File: src/hw/rtl/ittl_pkg.sv
// Shared types and constants of the ICMP time-exceeded responder.
// Used by ittl_ctrl, ittl_dp and the top level; depends on nothing.
package ittl_pkg;

  localparam int unsigned CaptureBytesDef = 96;

  localparam logic [6:0] EthLen     = 7'd14;
  localparam logic [6:0] IpLen      = 7'd20;
  localparam logic [6:0] TcpHdrLen  = 7'd20;
  localparam logic [6:0] ShortL4Len = 7'd8;
  localparam logic [6:0] PayloadPos = 7'd42;  // first reply byte taken from the store
  localparam logic [6:0] ReplyLenTcp   = 7'd82;
  localparam logic [6:0] ReplyLenShort = 7'd70;
  localparam logic [6:0] PayLenTcp     = 7'd40;
  localparam logic [6:0] PayLenShort   = 7'd28;
  localparam logic [15:0] MinFrameLen  = 16'd34;

  localparam logic [7:0] ProtoIcmp = 8'd1;
  localparam logic [7:0] ProtoTcp  = 8'd6;
  localparam logic [7:0] ProtoUdp  = 8'd17;
  localparam logic [7:0] IcmpTimeExceeded = 8'd11;
  localparam logic [7:0] ReplyTos  = 8'h2b;
  localparam logic [7:0] ReplyTtl  = 8'd64;
  localparam logic [7:0] VerIhl    = 8'h45;

  typedef enum logic [3:0] {
    StIdle = 4'b0001,
    StPass = 4'b0010,
    StSum  = 4'b0100,
    StEmit = 4'b1000
  } state_e;

  typedef struct packed {
    logic accept;      // input transfer this cycle
    logic pass_load;   // load a pass verdict into the output register
    logic sum_run;     // checksum pass over the stored payload
    logic emit_start;  // clear pointers before the reply burst
    logic emit_run;    // stream reply bytes
  } cmd_t;

  typedef struct packed {
    logic reply;       // decision on the current (final) byte: send a reply
    logic sum_done;
    logic emit_done;
    logic out_free;
  } status_t;

endpackage

File: src/hw/rtl/ittl_ctrl.sv
// Controller of the ICMP time-exceeded responder: phase state machine.
// Depends on ittl_pkg; drives commands into ittl_dp.
module ittl_ctrl (
  input  logic              clk_i,
  input  logic              rst_ni,
  input  logic              in_valid_i,
  input  logic              frame_end_i,
  input  ittl_pkg::status_t status_i,
  output ittl_pkg::cmd_t    cmd_o,
  output logic              in_stall_o
);

  ittl_pkg::state_e state_q, state_d;

  always_ff @(posedge clk_i or negedge rst_ni) begin
    if (!rst_ni) begin
      state_q <= ittl_pkg::StIdle;
    end else begin
      state_q <= state_d;
    end
  end

  always_comb begin
    state_d = state_q;
    cmd_o   = '0;
    unique case (state_q)
      ittl_pkg::StIdle: begin
        cmd_o.accept = in_valid_i;
        if (in_valid_i && frame_end_i) begin
          state_d = status_i.reply ? ittl_pkg::StSum : ittl_pkg::StPass;
        end
      end
      ittl_pkg::StPass: begin
        if (status_i.out_free) begin
          cmd_o.pass_load = 1'b1;
          state_d = ittl_pkg::StIdle;
        end
      end
      ittl_pkg::StSum: begin
        cmd_o.sum_run = 1'b1;
        if (status_i.sum_done) begin
          cmd_o.emit_start = 1'b1;
          state_d = ittl_pkg::StEmit;
        end
      end
      ittl_pkg::StEmit: begin
        cmd_o.emit_run = 1'b1;
        if (status_i.emit_done) begin
          state_d = ittl_pkg::StIdle;
        end
      end
      default: begin
        state_d = ittl_pkg::StIdle;
      end
    endcase
  end

  assign in_stall_o = (state_q != ittl_pkg::StIdle);

endmodule

File: config.mk
export PLATFORM = sky130hd
export DESIGN_NAME = ittl_ctrl
export DESIGN_NICKNAME = d
export VERILOG_FILES = /design/src/hw/rtl/ittl_pkg.sv /design/src/hw/rtl/ittl_ctrl.sv
export SDC_FILE = /design/constraint.sdc
export NUM_CORES = 1
export LEC_CHECK = 0
export BUFFER_PORTS_ARGS = -buffer_cell sky130_fd_sc_hd__buf_2
export CAP_MARGIN = 20
export CORE_AREA = 3 3 40 42
export CTS_CLUSTER_DIAMETER = 200
export DETAILED_ROUTE_END_ITERATION = 8
export DIE_AREA = 0 0 43 45
export SETUP_SLACK_MARGIN = 0.1
export SLEW_MARGIN = 20
export SYNTH_ARGS = -nofsm -noshare
export SYNTH_HDL_FRONTEND = slang
export SYNTH_SLANG_ARGS = --single-unit
File: constraint.sdc
create_clock -name clk_i -period 1.3 [get_ports clk_i]
set_clock_uncertainty 0.05 [all_clocks]
set_input_delay 0.13 -clock clk_i [delete_from_list [all_inputs] [get_ports clk_i]]
set_output_delay 0.13 -clock clk_i [all_outputs]
set_load 0.02 [all_outputs]
Word level (Yosys, flattened, before mapping)
Index checks and enable logic that the tools add are counted.
Operators by class
  reduce and logical (&&, ||, !) cells: 2
  mux-type cells: 12
  eq/ne operators: 9
Operators with widths (number)
  4-bit 2-to-1 mux: 4
  4-bit case mux with 4 select lines: 1
  2-bit inequality test, second input constant: 4
  1-bit 2-to-1 mux: 5
  4-bit by 1-bit equality test with 1-bit output, second input constant: 1
  4-bit by 2-bit equality test with 1-bit output, second input constant: 1
  4-bit by 3-bit equality test with 1-bit output, second input constant: 1
  4-bit equality test, second input constant: 1
  4-bit by 1-bit inequality test with 1-bit output, second input constant: 1
  4-bit AND reduction: 1
  3-bit 2-to-1 mux: 1
  2-bit 2-to-1 mux: 1
  1-bit logical AND: 1
Storage, ports and cells
  register bits after elaboration: 4
  logic and storage cells: 24
  bits of input ports: 8

Longest topological paths before layout
  word-level depth: 3
  mapped depth: 3
  gate-level depth less buffers: 3

Worst setup path after synthesis
No wires, ideal clock.
  kind: register to output
  start: register state_q[3]
  end: output cmd_o[1] in the netlist's numbering
  arrival time: 1.409 ns
  path slack: -0.289 ns
  stages on the path, launching flop included: 4
  cell sequence: dfrtp_1 nand2b_1 nor3_1 and2_1
RTL lines
  start: declaration: RTL line ittl_ctrl.sv:13  | ittl_pkg::state_e state_q, state_d;
  start signal: assignment: RTL line ittl_ctrl.sv:17  | state_q <= ittl_pkg::StIdle;
  start signal: assignment: RTL line ittl_ctrl.sv:19  | state_q <= state_d;
  end: declaration: RTL line ittl_ctrl.sv:9  | output ittl_pkg::cmd_t cmd_o,

Worst setup path in the final report
  start: register state_q[2]
  end: output in_stall_o
Between the ends
  word-level cells in the longest chain between the ends: 1
RTL lines
  4-bit by 1-bit inequality test with 1-bit output: RTL line ittl_ctrl.sv:58  | assign in_stall_o = (state_q != ittl_pkg::StIdle);
  end: declaration: RTL line ittl_ctrl.sv:10  | output logic in_stall_o
No other way between the ends.

==> reports/results.ini <==
[worst_setup_path]
critPathKind=reg -> out
worstReg2RegEnd=state_q[1]$_DFFE_PN0P_
worstReg2RegStart=state_q[2]$_DFFE_PN0P_
critPathLaunchType=flop
rrSetupSlack_ns=-0.15
worstPathArrival_ns=1.31
crit_required_ns=1.12
r2r.worst_path.cells=6
cp-end-kind=output pin
cp_max_fo=6

[power]
switching_share_pct=28.4
p_sw_w=0.000145
power_density_nw_per_um2=849
p_int_w=0.000366
combPwrFrac_pct=37.7
p_total_w=0.000511
ir_drop_v=0.000741
seqPwrFrac_pct=28.5
clock_power_share_pct=33.7
leakagePower_nw=0.259

[sta]
hold_violations=0
rsz0062_at_grt=yes
setup_viol=8
timing.fmax_mhz=669
setup_slack_ns=-0.194
tightest_slew_ns=0.242
finalMaxSlewViolations=0
finalCritPeriodShare_pct=115
period_minus_slack_ns=1.49
relSlewSlack_pct=83.9

[logic_synthesis]
synth_fp_nets=33
avgSynthCellArea_um2=10.4
yosysTopAreaCell=dfrtp_1
netlist_instances=25
yosysSeqAreaShare_pct=39.1
synth_top_area_share_pct=29.0
ys_top_cells_by_area=dfrtp_1, dfstp_2, and2_1, nor4b_1, nor4b_2
synth.distinct_cells=19
ys_ff_latch=4
yosys_warnings=0
synth_area_um2=259

[global_route]
grtUsageTotal_pct=10.4
grt_pass1_wl_um=1410
gr-total-overflow=0
grt_antenna_before_repair=0
grt_max_degree=8
grt_pass1_vias=319

[floorplanning]
die_w_um=43
core-area_um2=1280
rows=13
ios=14
start_util_pct=20.2
die_h_um=45
die_area_um2=1940

[placement]
dp_hpwl_um=523
place.gp.congestion=0.742
io_buffers=13

[final_layout]
drive_gt1_share_pct=82.1
final_core_util_pct=46.8
layout.nets=65
syn2layout_area_growth_pct=132
reg_top3=state_q: 4 flops
largest_register_ffs=4
antenna_cells=0
top_register=state_q
n_fill_cell=126

[clocking]
clock_path_buffers=2
cts.sinks=4
cts_buffers=3
h-tree-depth=1
cts-root-buf=clkbuf_4
clk_latency_ns=0.24
cts_tree=yes
clkTransAtPathRegs_ns=0.05

[status]
violations=setup timing
status=finished, violations left

[detailed_routing]
drtAntennaViolNets=0
first_iter_violations=4
firstDrtPassIters=3
vias=336
drc=0
routed_via_density=4.73
wl_per_cell_um=13.7
routed_wl_um=971

[hold_path]
min_path_type=in -> reg
holdPathStages=2
min_from=frame_end_i
hold_path_end=state_q[0]$_DFFE_PN1P_

[run]
max-cap-violations=0

power by group through the flow:
stage                     sequential, W  combinational, W  clock [W]
after floorplan                0.000149         0.0000420          0
after global placement         0.000143         0.0000963          0
after detailed placement       0.000143         0.0000959          0
after CTS                      0.000146          0.000147   0.000178
after global routing           0.000147          0.000204   0.000195
final                          0.000146          0.000193   0.000172
repair_timing:
| action | 4_1_cts | 5_1_grt |
|---|---|---|
| cloned | 0 | 0 |
| hold endpoints to repair | 4 | 0 |
| buffers inserted | 5 | 3 |
| pin swaps | 2 | 7 |
| setup endpoints to repair | 10 | 10 |
| hold buffers | 1 | 0 |
| gates resized for setup | 19 | 11 |
worst max-delay path by stage:
stage	start	endpoint	slack (ns)	depth (start not counted)
floorplan	state_q[3]$_DFFE_PN0P_	cmd_o[1]	-0.08	3
global placement	state_q[3]$_DFFE_PN0P_	cmd_o[4]	-0.04	3
detailed placement	state_q[0]$_DFFE_PN1P_	cmd_o[4]	-0.06	3
CTS	state_q[3]$_DFFE_PN0P_	in_stall_o	-0.21	4
global route	state_q[2]$_DFFE_PN0P_	in_stall_o	-0.27	4
finish	state_q[2]$_DFFE_PN0P_	in_stall_o	-0.19	4
critical path, cell delays in order (launching register included):
cell and delay, ns:
dfrtp_2 0.46, nor4b_4 0.30, buf_4 0.16, inv_2 0.03, buf_6 0.12
final cells by class:
type	instances	area, um^2	share of cell area [%]
multi-input combinational	20	226	37.6
sequential	4	105	17.5
clock buffer	4	26.3	4.37
inverter	1	3.75	0.624
timing repair buffer	27	221	36.8
tap	15	18.8	3.12
logic make-up (layout without fill, tap and decap cells):
kind of cell	Yosys count	after routing	synth area share, %
flip-flops	4	4	39.1
buffers and inverters	1	32	1.45
AO/OA/AOI/OAI	5	5	15.9
AND/OR/NAND/NOR	15	15	43.5
cell usage in the layout, fill, tap and decap left out, types with 2 or more instances in the layout:
cell / count
buf_6: 9
buf_4: 10
and2_4: 2
dfrtp_2: 3
a211oi_2: 2
buf_2: 7
nor4b_4: 2
clkbuf_4: 3
Yosys cell counts:
library cell  instances
a211oi_1              1
a211oi_2              1
a21oi_1               1
a311oi_1              1
and2_1                3
and4b_1               1
dfrtp_1               3
dfstp_2               1
inv_1                 1
nand2b_1              1
nand3_1               1
nand3b_1              1
nor2b_1               1
nor3_1                2
nor3b_1               1
nor4b_1               2
nor4b_2               1
o21bai_1              1
or3b_1                1
routing by layer:
layer / vias up / GRT usage, % / wire length, um
li1: 161 / - / -
met1: 162 / 9.95 / 325
met2: 13 / 18.6 / 595
met3: 0 / 4.78 / 51
met4: 0 / 5.42 / 0
met5: - / 0 / 0
through the flow:
step                      cells  TNS, ns  instance area [um^2]  setup WS [ns]  hold slack, ns
after floorplan              25  -0.0898                   272        -0.0793          -0.216
after global placement       58  -0.0402                   393        -0.0402          -0.112
after detailed placement     58  -0.0839                   393        -0.0628          -0.111
after CTS                    68   -0.983                   532         -0.206          0.0386
after global routing         71    -1.77                   602         -0.272          0.0462
final                        71    -1.14                   602         -0.194          0.0570
Note: power is estimated with default switching activity, not from simulation.
