==> src/hw/rtl/ittl_pkg.sv <==
// Shared types and constants of the ICMP time-exceeded responder.
// Used by ittl_ctrl, ittl_dp and the top level; depends on nothing.
package ittl_pkg;

  localparam int unsigned CaptureBytesDef = 96;

  localparam logic [6:0] EthLen     = 7'd14;
  localparam logic [6:0] IpLen      = 7'd20;
  localparam logic [6:0] TcpHdrLen  = 7'd20;
  localparam logic [6:0] ShortL4Len = 7'd8;
  localparam logic [6:0] PayloadPos = 7'd42;  // first reply byte taken from the store
  localparam logic [6:0] ReplyLenTcp   = 7'd82;
  localparam logic [6:0] ReplyLenShort = 7'd70;
  localparam logic [6:0] PayLenTcp     = 7'd40;
  localparam logic [6:0] PayLenShort   = 7'd28;
  localparam logic [15:0] MinFrameLen  = 16'd34;

  localparam logic [7:0] ProtoIcmp = 8'd1;
  localparam logic [7:0] ProtoTcp  = 8'd6;
  localparam logic [7:0] ProtoUdp  = 8'd17;
  localparam logic [7:0] IcmpTimeExceeded = 8'd11;
  localparam logic [7:0] ReplyTos  = 8'h2b;
  localparam logic [7:0] ReplyTtl  = 8'd64;
  localparam logic [7:0] VerIhl    = 8'h45;

  typedef enum logic [3:0] {
    StIdle = 4'b0001,
    StPass = 4'b0010,
    StSum  = 4'b0100,
    StEmit = 4'b1000
  } state_e;

  typedef struct packed {
    logic accept;      // input transfer this cycle
    logic pass_load;   // load a pass verdict into the output register
    logic sum_run;     // checksum pass over the stored payload
    logic emit_start;  // clear pointers before the reply burst
    logic emit_run;    // stream reply bytes
  } cmd_t;

  typedef struct packed {
    logic reply;       // decision on the current (final) byte: send a reply
    logic sum_done;
    logic emit_done;
    logic out_free;
  } status_t;

endpackage

==> src/hw/rtl/ittl_dp.sv <==
// Datapath of the ICMP time-exceeded responder: capture store, header fields,
// checksum accumulators, reply byte assembly and output register. Uses ittl_pkg.
module ittl_dp #(
  parameter int unsigned CAPTURE_BYTES = ittl_pkg::CaptureBytesDef
) (
  input  logic              clk_i,
  input  logic              rst_ni,
  input  ittl_pkg::cmd_t    cmd_i,
  output ittl_pkg::status_t status_o,
  input  logic [7:0]        frame_byte_i,
  input  logic              frame_end_i,
  input  logic              cfg_valid_i,
  input  logic [31:0]       my_address_i,
  output logic              out_valid_o,
  input  logic              out_stall_i,
  output logic              verdict_o,
  output logic [63:0]       reply_word_o,
  output logic [3:0]        valid_bytes_o,
  output logic              last_item_o
);

  localparam int unsigned AW = $clog2(CAPTURE_BYTES);
  localparam logic [15:0] CapLimit = 16'(CAPTURE_BYTES);

  logic [7:0]  mem [CAPTURE_BYTES];
  logic [7:0]  rd_q;
  logic [AW-1:0] rd_addr;

  logic [15:0] count_q;
  logic [15:0] frame_len;
  logic [31:0] my_addr_q;
  logic [7:0]  eth_q [14];
  logic [7:0]  ihl_q, id0_q, id1_q, ttl_q, proto_q;
  logic [7:0]  src_q [4];

  logic        tcp_q;
  logic [6:0]  l4off_q;
  logic [6:0]  idx_q;
  logic        s1_valid_q;
  logic [6:0]  s1_pos_q;
  logic [7:0]  hi_q;
  logic [15:0] ipacc_q, icacc_q;
  logic [63:0] buf_q;

  logic        out_valid_q;
  logic        verdict_q, last_q;
  logic [63:0] word_q;
  logic [3:0]  nbytes_q;

  // Decision logic on the final byte.
  logic       tcp_now, l4_ok;
  logic [6:0] hl, hl_eff, l4len_now, need;
  logic       reply_now;

  assign frame_len = (count_q == 16'hffff) ? count_q : count_q + 16'd1;
  assign tcp_now   = (proto_q == ittl_pkg::ProtoTcp);
  assign l4_ok     = tcp_now || (proto_q == ittl_pkg::ProtoUdp) ||
                     (proto_q == ittl_pkg::ProtoIcmp);
  assign hl        = {1'b0, ihl_q[3:0], 2'b00};
  assign hl_eff    = (hl < ittl_pkg::IpLen) ? ittl_pkg::IpLen : hl;
  assign l4len_now = tcp_now ? ittl_pkg::TcpHdrLen : ittl_pkg::ShortL4Len;
  assign need      = ittl_pkg::EthLen + hl_eff + l4len_now;
  assign reply_now = (frame_len >= ittl_pkg::MinFrameLen) && (eth_q[12] == 8'h08) &&
                     (eth_q[13] == 8'h00) && (ttl_q <= 8'd1) && l4_ok &&
                     ({9'd0, need} <= frame_len);

  logic [6:0] rlen, plen;
  logic [7:0] tot_byte;
  assign rlen     = tcp_q ? ittl_pkg::ReplyLenTcp : ittl_pkg::ReplyLenShort;
  assign plen     = tcp_q ? ittl_pkg::PayLenTcp : ittl_pkg::PayLenShort;
  assign tot_byte = tcp_q ? 8'd68 : 8'd56;

  logic adv, out_free, issue;
  assign out_free = !out_valid_q || !out_stall_i;
  assign adv      = cmd_i.sum_run || (cmd_i.emit_run && out_free);
  assign issue    = (cmd_i.sum_run && (idx_q != plen)) || (cmd_i.emit_run && (idx_q != rlen));

  // Payload index -> store address.
  logic [6:0] jsel;
  logic [7:0] addr_full;
  always_comb begin
    if (cmd_i.emit_run) begin
      jsel = (out_free ? idx_q : s1_pos_q) - ittl_pkg::PayloadPos;
    end else begin
      jsel = idx_q;
    end
    if (jsel < ittl_pkg::IpLen) begin
      addr_full = {1'b0, ittl_pkg::EthLen + jsel};
    end else begin
      addr_full = {1'b0, l4off_q} + {1'b0, jsel} - {1'b0, ittl_pkg::IpLen};
    end
    rd_addr = addr_full[AW-1:0];
  end

  always_ff @(posedge clk_i) begin
    if (cmd_i.accept && (count_q < CapLimit)) begin
      mem[count_q[AW-1:0]] <= frame_byte_i;
    end
    rd_q <= mem[rd_addr];
  end

  // Fixed header fields, each captured at its own offset.
  always_ff @(posedge clk_i) begin
    if (cmd_i.accept) begin
      for (int k = 0; k < 14; k++) begin
        if (count_q == 16'(k)) eth_q[k] <= frame_byte_i;
      end
      for (int k = 0; k < 4; k++) begin
        if (count_q == 16'(26 + k)) src_q[k] <= frame_byte_i;
      end
      if (count_q == 16'd14) ihl_q   <= frame_byte_i;
      if (count_q == 16'd18) id0_q   <= frame_byte_i;
      if (count_q == 16'd19) id1_q   <= frame_byte_i;
      if (count_q == 16'd22) ttl_q   <= frame_byte_i;
      if (count_q == 16'd23) proto_q <= frame_byte_i;
      if (frame_end_i) begin
        tcp_q   <= tcp_now;
        l4off_q <= ittl_pkg::EthLen + hl;
      end
    end
  end

  always_ff @(posedge clk_i or negedge rst_ni) begin
    if (!rst_ni) begin
      count_q   <= '0;
      my_addr_q <= '0;
    end else begin
      if (cfg_valid_i) my_addr_q <= my_address_i;
      if (cmd_i.accept) begin
        if (frame_end_i) count_q <= '0;
        else if (count_q != 16'hffff) count_q <= count_q + 16'd1;
      end
    end
  end

  // IP header word for the running sum.
  logic [15:0] ip_word;
  always_comb begin
    unique case (idx_q[3:0])
      4'd0:    ip_word = {ittl_pkg::VerIhl, ittl_pkg::ReplyTos};
      4'd1:    ip_word = {8'h00, tot_byte};
      4'd2:    ip_word = {id0_q, id1_q};
      4'd4:    ip_word = {ittl_pkg::ReplyTtl, ittl_pkg::ProtoIcmp};
      4'd6:    ip_word = my_addr_q[31:16];
      4'd7:    ip_word = my_addr_q[15:0];
      4'd8:    ip_word = {src_q[0], src_q[1]};
      4'd9:    ip_word = {src_q[2], src_q[3]};
      default: ip_word = 16'h0000;
    endcase
  end

  logic [16:0] ip_sum, ic_sum;
  assign ip_sum = {1'b0, ipacc_q} + {1'b0, ip_word};
  assign ic_sum = {1'b0, icacc_q} + {1'b0, hi_q, rd_q};

  logic [15:0] ip_ck, ic_ck;
  assign ip_ck = ~ipacc_q;
  assign ic_ck = ~icacc_q;

  // Reply byte at stage-1 position.
  logic [7:0] rbyte;
  always_comb begin
    rbyte = 8'h00;
    if (s1_pos_q >= ittl_pkg::PayloadPos) begin
      rbyte = rd_q;
    end else if (s1_pos_q < 7'd6) begin
      unique case (s1_pos_q[2:0])
        3'd0: rbyte = eth_q[6];
        3'd1: rbyte = eth_q[7];
        3'd2: rbyte = eth_q[8];
        3'd3: rbyte = eth_q[9];
        3'd4: rbyte = eth_q[10];
        default: rbyte = eth_q[11];
      endcase
    end else begin
      unique case (s1_pos_q)
        7'd6:  rbyte = eth_q[0];
        7'd7:  rbyte = eth_q[1];
        7'd8:  rbyte = eth_q[2];
        7'd9:  rbyte = eth_q[3];
        7'd10: rbyte = eth_q[4];
        7'd11: rbyte = eth_q[5];
        7'd12: rbyte = 8'h08;
        7'd14: rbyte = ittl_pkg::VerIhl;
        7'd15: rbyte = ittl_pkg::ReplyTos;
        7'd17: rbyte = tot_byte;
        7'd18: rbyte = id0_q;
        7'd19: rbyte = id1_q;
        7'd22: rbyte = ittl_pkg::ReplyTtl;
        7'd23: rbyte = ittl_pkg::ProtoIcmp;
        7'd24: rbyte = ip_ck[15:8];
        7'd25: rbyte = ip_ck[7:0];
        7'd26: rbyte = my_addr_q[31:24];
        7'd27: rbyte = my_addr_q[23:16];
        7'd28: rbyte = my_addr_q[15:8];
        7'd29: rbyte = my_addr_q[7:0];
        7'd30: rbyte = src_q[0];
        7'd31: rbyte = src_q[1];
        7'd32: rbyte = src_q[2];
        7'd33: rbyte = src_q[3];
        7'd34: rbyte = ittl_pkg::IcmpTimeExceeded;
        7'd36: rbyte = ic_ck[15:8];
        7'd37: rbyte = ic_ck[7:0];
        default: rbyte = 8'h00;
      endcase
    end
  end

  logic [63:0] buf_next;
  logic        word_end, reply_last;
  always_comb begin
    buf_next = buf_q;
    buf_next[s1_pos_q[2:0]*8 +: 8] = rbyte;
  end
  assign reply_last = (s1_pos_q == rlen - 7'd1);
  assign word_end   = (s1_pos_q[2:0] == 3'd7) || reply_last;

  // Sequencing registers of the sum and emit phases.
  always_ff @(posedge clk_i or negedge rst_ni) begin
    if (!rst_ni) begin
      idx_q      <= '0;
      s1_valid_q <= 1'b0;
      s1_pos_q   <= '0;
    end else if (cmd_i.accept && frame_end_i) begin
      idx_q      <= '0;
      s1_valid_q <= 1'b0;
    end else if (cmd_i.emit_start) begin
      idx_q      <= '0;
      s1_valid_q <= 1'b0;
    end else if (adv) begin
      idx_q      <= idx_q + {6'd0, issue};
      s1_valid_q <= issue;
      s1_pos_q   <= idx_q;
    end
  end

  always_ff @(posedge clk_i) begin
    if (cmd_i.accept && frame_end_i) begin
      ipacc_q <= '0;
      icacc_q <= {ittl_pkg::IcmpTimeExceeded, 8'h00};
    end else if (cmd_i.sum_run) begin
      if (issue && (idx_q < 7'd10)) ipacc_q <= ip_sum[15:0] + {15'd0, ip_sum[16]};
      if (s1_valid_q) begin
        if (!s1_pos_q[0]) hi_q <= rd_q;
        else icacc_q <= ic_sum[15:0] + {15'd0, ic_sum[16]};
      end
    end
  end

  always_ff @(posedge clk_i) begin
    if (cmd_i.emit_start) begin
      buf_q <= '0;
    end else if (cmd_i.emit_run && out_free && s1_valid_q) begin
      buf_q <= word_end ? 64'd0 : buf_next;
    end
  end

  // Output register.
  always_ff @(posedge clk_i or negedge rst_ni) begin
    if (!rst_ni) begin
      out_valid_q <= 1'b0;
    end else if (cmd_i.pass_load || (cmd_i.emit_run && out_free && s1_valid_q && word_end)) begin
      out_valid_q <= 1'b1;
    end else if (!out_stall_i) begin
      out_valid_q <= 1'b0;
    end
  end

  always_ff @(posedge clk_i) begin
    if (cmd_i.pass_load) begin
      verdict_q <= 1'b0;
      word_q    <= '0;
      nbytes_q  <= '0;
      last_q    <= 1'b1;
    end else if (cmd_i.emit_run && out_free && s1_valid_q && word_end) begin
      verdict_q <= 1'b1;
      word_q    <= buf_next;
      nbytes_q  <= {1'b0, s1_pos_q[2:0]} + 4'd1;
      last_q    <= reply_last;
    end
  end

  assign status_o.reply     = reply_now;
  assign status_o.sum_done  = cmd_i.sum_run && s1_valid_q && (s1_pos_q == plen - 7'd1);
  assign status_o.emit_done = cmd_i.emit_run && out_free && s1_valid_q && reply_last;
  assign status_o.out_free  = out_free;

  assign out_valid_o   = out_valid_q;
  assign verdict_o     = verdict_q;
  assign reply_word_o  = word_q;
  assign valid_bytes_o = nbytes_q;
  assign last_item_o   = last_q;

endmodule

==> config.mk <==
export PLATFORM = sky130hd
export DESIGN_NAME = ittl_dp
export DESIGN_NICKNAME = d
export VERILOG_FILES = /design/src/hw/rtl/ittl_pkg.sv /design/src/hw/rtl/ittl_dp.sv
export SDC_FILE = /design/constraint.sdc
export NUM_CORES = 2
export LEC_CHECK = 0
export BUFFER_PORTS_ARGS = -buffer_cell sky130_fd_sc_hd__buf_2
export CAP_MARGIN = 30
export CORE_MARGIN = 1.5
export CORE_UTILIZATION = 57
export DETAILED_ROUTE_END_ITERATION = 12
export PLACE_DENSITY = 0.74
export SETUP_SLACK_MARGIN = 0.4
export SYNTH_ARGS = -nofsm -noshare
export SYNTH_HDL_FRONTEND = slang
export SYNTH_SLANG_ARGS = --single-unit
export TNS_END_PERCENT = 20
==> constraint.sdc <==
create_clock -name clk_i -period 4.63 [get_ports clk_i]
set_input_delay 0.926 -clock clk_i [delete_from_list [all_inputs] [get_ports clk_i]]
set_output_delay 0.926 -clock clk_i [all_outputs]
set_load 0.05 [all_outputs]
Word-level counts from Yosys, hierarchy flattened --
Memories as Yosys holds them, arrays and structs flattened. A register that Yosys moved wholly into a read port is not among the register bits. Cells that the tools add are included.
Storage, ports and cells: register bits after elaboration 282, memory bits (writable) 912, input bits 50, output and inout bits 75, logic and storage cells 317, memories 3
Cells by class: add/subtract/negate cells 17, magnitude comparators 9, eq/ne operators 72, shifts and indexed selects 2, multiplexer cells 130, bitwise operators 5, reductions and logical operators 58
Memory list:
- mem | depth 96, bits a word 8, rd ports 1, clocked after memory_dff 1, write ports 1, RTL line ittl_dp.sv:25 | logic [7:0] mem [CAPTURE_BYTES];
- eth_q | depth 14, bits a word 8, rd ports 14, clocked after memory_dff 0, write ports 1, RTL line ittl_dp.sv:32 | logic [7:0] eth_q [14];
- src_q | depth 4, bits a word 8, rd ports 4, clocked after memory_dff 0, write ports 1, RTL line ittl_dp.sv:34 | logic [7:0] src_q [4];
Operators by type and width (number):
- $pmux 8 s27 | 1
- $mux 8 | 18
- $eq 16x5->1 const B | 8
- $pmux 16 s8 | 1
- $reduce_or 8->1 | 16
- $eq 16x4->1 const B | 7
- $eq 7x5->1 const B | 13
- $mux 1 | 77
- $bwmux 64 | 1
- $eq 16x3->1 const B | 4
- $mux 64 | 1
- $shift 8x34->64 const A | 1
- $shiftx 8x34->64 | 1
- $mux 4 | 13
- $eq 7x4->1 const B | 7
- $mux 7 | 7
- $mux 16 | 3
- $pmux 8 s5 | 1
- $eq 7x6->1 const B | 5
- $add 16x16->17 | 2
- $neg 6->34 | 1
- $add 16x1->16 | 2
- $eq 16x2->1 const B | 2
- $not 16->16 | 2
- other kinds (55) | 99

Longest topological paths before layout --
depth in word-level cells 18, gate-level depth with buffers 23, depth with buffers taken out 22

Worst setup path before layout --
Ideal clock, no wire load.
kind input-to-reg, start point input out_stall_i, end point register rd_q[4], read port of mem, library setup time 0.125 ns, arrival 4.745 ns, required time 4.505 ns, setup slack -0.240 ns, stages on the path 21, path buffers 2, path through and2_4 -> buf_6 -> inv_2 -> a21boi_0 -> ha_1 -> a21bo_2 -> a21oi_1 -> a311o_2 -> ha_1 -> inv_1 -> fa_1 -> a21o_1 -> a21oi_1 -> xnor2_1 -> a21oi_1 -> mux2_2 -> or2_2 -> clkbuf_1 -> or2_2 -> o22ai_1 -> a211oi_1
Between the ends: word-level cells in the longest chain between the ends 8, elaborated cells on any way between the ends 10, classes of those cells add/sub (4); order compare (1); mux (3); reduce/logical (2)
RTL lines:
- from (decl) | RTL line ittl_dp.sv:15 | input logic out_stall_i,
- $logic_not 1->1 *
- $logic_or 1x1->1 * | RTL line ittl_dp.sv:74 | assign out_free = !out_valid_q || !out_stall_i;
- via out_free | RTL line ittl_dp.sv:73 | logic adv, out_free, issue;
- $mux 7 * | RTL line ittl_dp.sv:83 | jsel = (out_free ? idx_q : s1_pos_q) - ittl_pkg::PayloadPos;
- $sub 7x6->7 * | RTL line ittl_dp.sv:83
- $mux 7 * | RTL line ittl_dp.sv:82 | if (cmd_i.emit_run) begin
- $add 7x7->7 | RTL line ittl_dp.sv:90 | addr_full = {1'b0, l4off_q} + {1'b0, jsel} - {1'b0, ittl_pkg::IpLen};
- $sub 7x5->7 | RTL line ittl_dp.sv:90
- $mux 7 * | RTL line ittl_dp.sv:87 | if (jsel < ittl_pkg::IpLen) begin
- to (decl) | RTL line ittl_dp.sv:26 | logic [7:0] rd_q;
Mark *: on every way through the listed nets, which the timed path passes. The rest lies on a longest branch. A chain may end at the register's enable or synchronous reset.

==> flow_results.org <==
** Pwr
- The internal portion of the total power is 0.01858 W.
- Pleak :: 21.86 nW
- Switching share of power :: 0.2660
- Clock power frac :: 0.366
- Portion of total power attributed to sequential cells :: 0.478
- Of the total power, combinational logic draws 0.155.
- VDD sags by at most 0.3996 mV.
- Power per Cell Area :: 425.0 mW/mm^2
- The analysis attributes to net switching a power of 0.006733 W.

** Yosys
- The share of synthesized area in the top cell type comes to 0.5532.
- The most used flip-flop cell after synthesis is sky130_fd_sc_hd__edfxtp_1.
- The number of nets handed over by synthesis was 4,357.
- Post-synth cell types :: 95
- Number of synthesized register bits :: 1,199
- The biggest area contributor in the post-synthesis netlist is sky130_fd_sc_hd__edfxtp_1.
- Summing every instance area after synthesis gives 0.05216 mm^2.
- Counting every instance in the synthesized netlist gives 4,231.
- Synth async-reset ratio :: 0.05338
- Number of enable flip-flop cells after synthesis :: 961
- Number of warnings issued by yosys :: 0
- The average instance in the mapped netlist occupies 12.33 um^2.
- Proportion of synthesized chip area in sequential cells :: 0.6507
- By area the synthesized netlist is led by sky130_fd_sc_hd__edfxtp_1, sky130_fd_sc_hd__dfxtp_1, sky130_fd_sc_hd__nand2_1.

** Clock tree
- The cell sitting at the root of the clock tree is a sky130_fd_sc_hd__clkbuf_16.
- CTS tree :: yes
- The H-tree was split into 3 levels.
- Clock insertion delay at the later pin of the skew report :: 0.71 ns
- Buffers inserted during clock tree synthesis total 121.
- CTS saw 1,199 sinks.
- Counting along the longest clock path gives a buffer depth of 3.
- CTS clk-pin slew, worst paths :: 0.06 ns

** Critical path
- For the worst setup path, the data required time is 3.70 ns.
- Broken down by cell family, the worst path's largest delay share belongs to adder cells.
- Type of the setup path with the least slack :: reg2out
- STA classifies the critical path endpoint as a primary output.
- Sort of element at the start of the critical path :: flip-flop
- Slowest CP cell :: sky130_fd_sc_hd__fa_2
- Largest driver fanout on the critical path :: 4
- The number of buffers and inverters on the critical path is 4.
- Biggest cell delay along the critical path :: 0.53 ns
- Traced cell by cell, the critical path runs through nor4b_2, and3_4, ha_4, inv_2, ha_4, inv_2, fa_2, inv_2, ha_4, nand3_2, nor3_2, o21ai_1, a31oi_1, buf_4.
- CP arrival :: 3.69 ns

** Detailed routing
- Final ANT Viol Nets :: 0
- Detailed Routing Iterations Pass 1 :: 8
- In the routed design, unresolved DRC markers number 0.
- The detailed router placed 36,070 vias in this run.
- The first routing iteration left 4,618 violations.
- The final layout contains routed wiring with a total length of 142.0 mm.
- Routed vias/inst :: 6.316
- Detail-routed net length per standard cell :: 24.86 um

** Timing
- Final Cycle Share :: 0.9979
- Setup-violating endpoint count in the final report :: 0
- After layout, the worst setup slack is 0.009708 ns.
- Hold Fails Final Rpt :: 0
- At the pin with the least slew margin, the transition time is 1.072 ns.
- Post-route minimum period :: 4.620 ns
- The clock arrives with 0.03072 ns of skew.
- Measured against its own limit, the worst slew margin works out to 0.2830.
- Highest attainable clock frequency :: 216.4 MHz
- RSZ-0062 raised after global routing :: yes
- On the final layout, the worst hold slack is 0.1365 ns.
- The count of pins over their slew limit is 0.

** Placement
- Count of input and output buffers :: 124
- Detailed placement finished with a half-perimeter wire length of 91.65 mm.
- Routability-driven placement finished with a final weighted congestion of 0.9643.
- Worst-case setup slack after placement :: -0.06082 ns
- In this run the cell area measured after placement is 0.05510 mm^2.
- Dpl cells :: 5,467

** Global routing
- Number of antenna violations at the first check in global routing :: 1
- For this run, the total global-route usage over all layers was measured as 0.3007.
- Wire length of the first global-routing pass :: 213.5 mm
- GRT Residual Overflow :: 0
- Pin count of the biggest net entering global routing :: 102
- The number of global-route vias before repair is 34,220.

** Run
- The tool flagged a number of max-cap violations equal to 0.

** Worst hold path
- The path class of the tightest hold or removal check is in2async.

** Floorplan
- Row generation in the floorplan step produced 110 rows.
- For this configuration, the core starts out at a cell density of 0.5778.
- The region available for standard cell placement spans 0.09029 mm^2.
- The floorplan step set the die width to 305.5 um.
- IO Count :: 125
- The die covers 0.09334 mm^2.
- Measured along the y axis, the die boundary spans 305.5 um.

** Layout
- The finished layout holds 5,711 standard cells, fillers aside.
- Non-Filler Cell Area, Final :: 0.05956 mm^2
- The net count of the finished layout is 4,565.
- In the final layout, the share of cells above drive strength 1 is 0.1625.
- Synthesis-to-finish area growth :: 14.18%

** Status
- The run finished with clean final reports.
==> worst reg2reg max path: stages (launching register included) <==
cell	delay [ns]
sky130_fd_sc_hd__dfrtp_2	0.47
sky130_fd_sc_hd__buf_6	0.15
sky130_fd_sc_hd__clkbuf_16	0.15
sky130_fd_sc_hd__mux2_4	0.31
sky130_fd_sc_hd__a222oi_1	0.32
sky130_fd_sc_hd__nand2_1	0.17
sky130_fd_sc_hd__ha_4	0.32
sky130_fd_sc_hd__nand4_1	0.12
sky130_fd_sc_hd__o211a_1	0.26
sky130_fd_sc_hd__o31ai_1	0.27
sky130_fd_sc_hd__a21oi_1	0.13
sky130_fd_sc_hd__o21bai_1	0.16
sky130_fd_sc_hd__a21o_1	0.19
sky130_fd_sc_hd__ha_4	0.16
sky130_fd_sc_hd__and3_4	0.19
sky130_fd_sc_hd__nand4_1	0.12
sky130_fd_sc_hd__or4_4	0.44
sky130_fd_sc_hd__nand3_2	0.08
sky130_fd_sc_hd__a21oi_2	0.04
==> cell usage in the layout (no fill, tap or decap), types with 40 or more instances in the layout <==
cell	netlist	final
sky130_fd_sc_hd__nor3_1	50	48
sky130_fd_sc_hd__ha_1	72	55
sky130_fd_sc_hd__a311oi_1	49	48
sky130_fd_sc_hd__nand3_1	51	47
sky130_fd_sc_hd__mux2i_1	181	181
sky130_fd_sc_hd__and3_1	147	143
sky130_fd_sc_hd__dfrtp_1	64	54
sky130_fd_sc_hd__a22oi_1	94	93
sky130_fd_sc_hd__nor2_1	369	365
sky130_fd_sc_hd__buf_2	62	115
sky130_fd_sc_hd__clkbuf_16	0	125
sky130_fd_sc_hd__o21ai_0	95	86
sky130_fd_sc_hd__a211oi_1	77	75
sky130_fd_sc_hd__a21oi_1	141	133
sky130_fd_sc_hd__nand2_1	741	738
sky130_fd_sc_hd__dfxtp_1	174	172
sky130_fd_sc_hd__a31oi_1	95	95
sky130_fd_sc_hd__buf_4	4	210
sky130_fd_sc_hd__inv_1	48	40
sky130_fd_sc_hd__mux2_2	58	56
sky130_fd_sc_hd__edfxtp_1	961	961
==> path summary, 6_finish.rpt <==
kind,from,endpoint,slack [ns],cells past startpoint
max in group asynchronous,rst_ni,s1_pos_q[0],3.46,2
max,proto_q[3],status_o[3],0.01,14
min reg2reg,reply_word_o[29],reply_word_o[29],0.45,2
min in group clk_i,reply_word_o[29],reply_word_o[29],0.45,2
min,rst_ni,count_q[9],0.14,1
max reg2reg,idx_q[2],ipacc_q[15],0.44,18
==> through the flow <==
stage	setup TNS, ns	power (W)	utilization
4_1_cts	-0.08819	0.02520	0.6537
3_5_place_dp	-0.1629	0.01601	0.6103
2_1_floorplan	0	0.01455	-
5_1_grt	-0.1296	0.02610	0.6597
3_3_place_gp	-0.01618	0.01594	0.6093
6_report	0	0.02532	0.6597
==> cells by family (layout without fill, tap and decap cells) <==
family,Yosys count,in the layout,share of synthesized area
adders and majority gates,76,76,0.01881
and+or+nand+nor,1519,1519,0.1286
AOI/OAI and AO/OA,764,764,0.1019
xor gates and xnor gates,68,68,0.01142
muxes,274,274,0.06203
DFF,1199,1199,0.6507
buffers and inverters,331,634,0.02648
other,0,1,0
==> sequential cells by signal (all words and copies together) (netlist names), 16 cells and up <==
register,flops
ipacc_q,16
mem,768
my_addr_q,32
count_q,16
buf_q,64
src_q,32
reply_word_o,64
icacc_q,16
eth_q,112
==> power groups by stage <==
| stage | Sequential [W] | Clock (W) | Combinational (W) |
|---|---|---|---|
| after CTS | 0.0121 | 0.00937 | 0.00374 |
| final | 0.0121 | 0.00928 | 0.00393 |
| after global routing | 0.0121 | 0.00978 | 0.00421 |
| after floorplan | 0.0122 | 0 | 0.00239 |
| after global placement | 0.0123 | 0 | 0.00363 |
| after detailed placement | 0.0123 | 0 | 0.00370 |
==> cell usage after synthesis (58+ instances only) <==
| master | number |
|---|---|
| sky130_fd_sc_hd__clkbuf_1 | 173 |
| sky130_fd_sc_hd__o21ai_0 | 95 |
| sky130_fd_sc_hd__nor2_1 | 369 |
| sky130_fd_sc_hd__a22oi_1 | 94 |
| sky130_fd_sc_hd__dfrtp_1 | 64 |
| sky130_fd_sc_hd__mux2i_1 | 181 |
| sky130_fd_sc_hd__buf_2 | 62 |
| sky130_fd_sc_hd__a31oi_1 | 95 |
| sky130_fd_sc_hd__edfxtp_1 | 961 |
| sky130_fd_sc_hd__a211oi_1 | 77 |
| sky130_fd_sc_hd__mux2_2 | 58 |
| sky130_fd_sc_hd__a21oi_1 | 141 |
| sky130_fd_sc_hd__nand2_1 | 741 |
| sky130_fd_sc_hd__and3_1 | 147 |
| sky130_fd_sc_hd__ha_1 | 72 |
| sky130_fd_sc_hd__dfxtp_1 | 174 |
==> metal layers <==
metal | global-route usage | share of wire | up-vias
met1 | 0.4132 | 0.40 | 17700
met2 | 0.4917 | 0.48 | 1832
met4 | 0.1162 | 0.042 | 0
met3 | 0.03785 | 0.081 | 351
met5 | 0 | 0 | -
li1 | - | - | 16190
==> timing repair <==
item                                    CTS  global route
buffers inserted                          5            18
gates resized for setup                  41            90
pin swaps                                14            56
endpoints found under the hold margin     0             0
cloned                                    0             1
endpoints found under the setup margin   20            30
hold buffers                              0             0
==> area by class of cell <==
| type | instances | area (um^2) |
|---|---|---|
| Sequential cell | 1199 | 33960 |
| Timing Repair Buffer | 363 | 2829 |
| Clock inverter | 54 | 422.9 |
| Tap cell | 1176 | 1471 |
| Inverter | 53 | 209.0 |
| Fill cell | 6479 | 30720 |
| Clock buffer | 164 | 3303 |
| Multi-Input combinational cell | 2701 | 17360 |
| Antenna cell | 1 | 2.502 |
No activity file was read; power rests on OpenSTA's default activity.
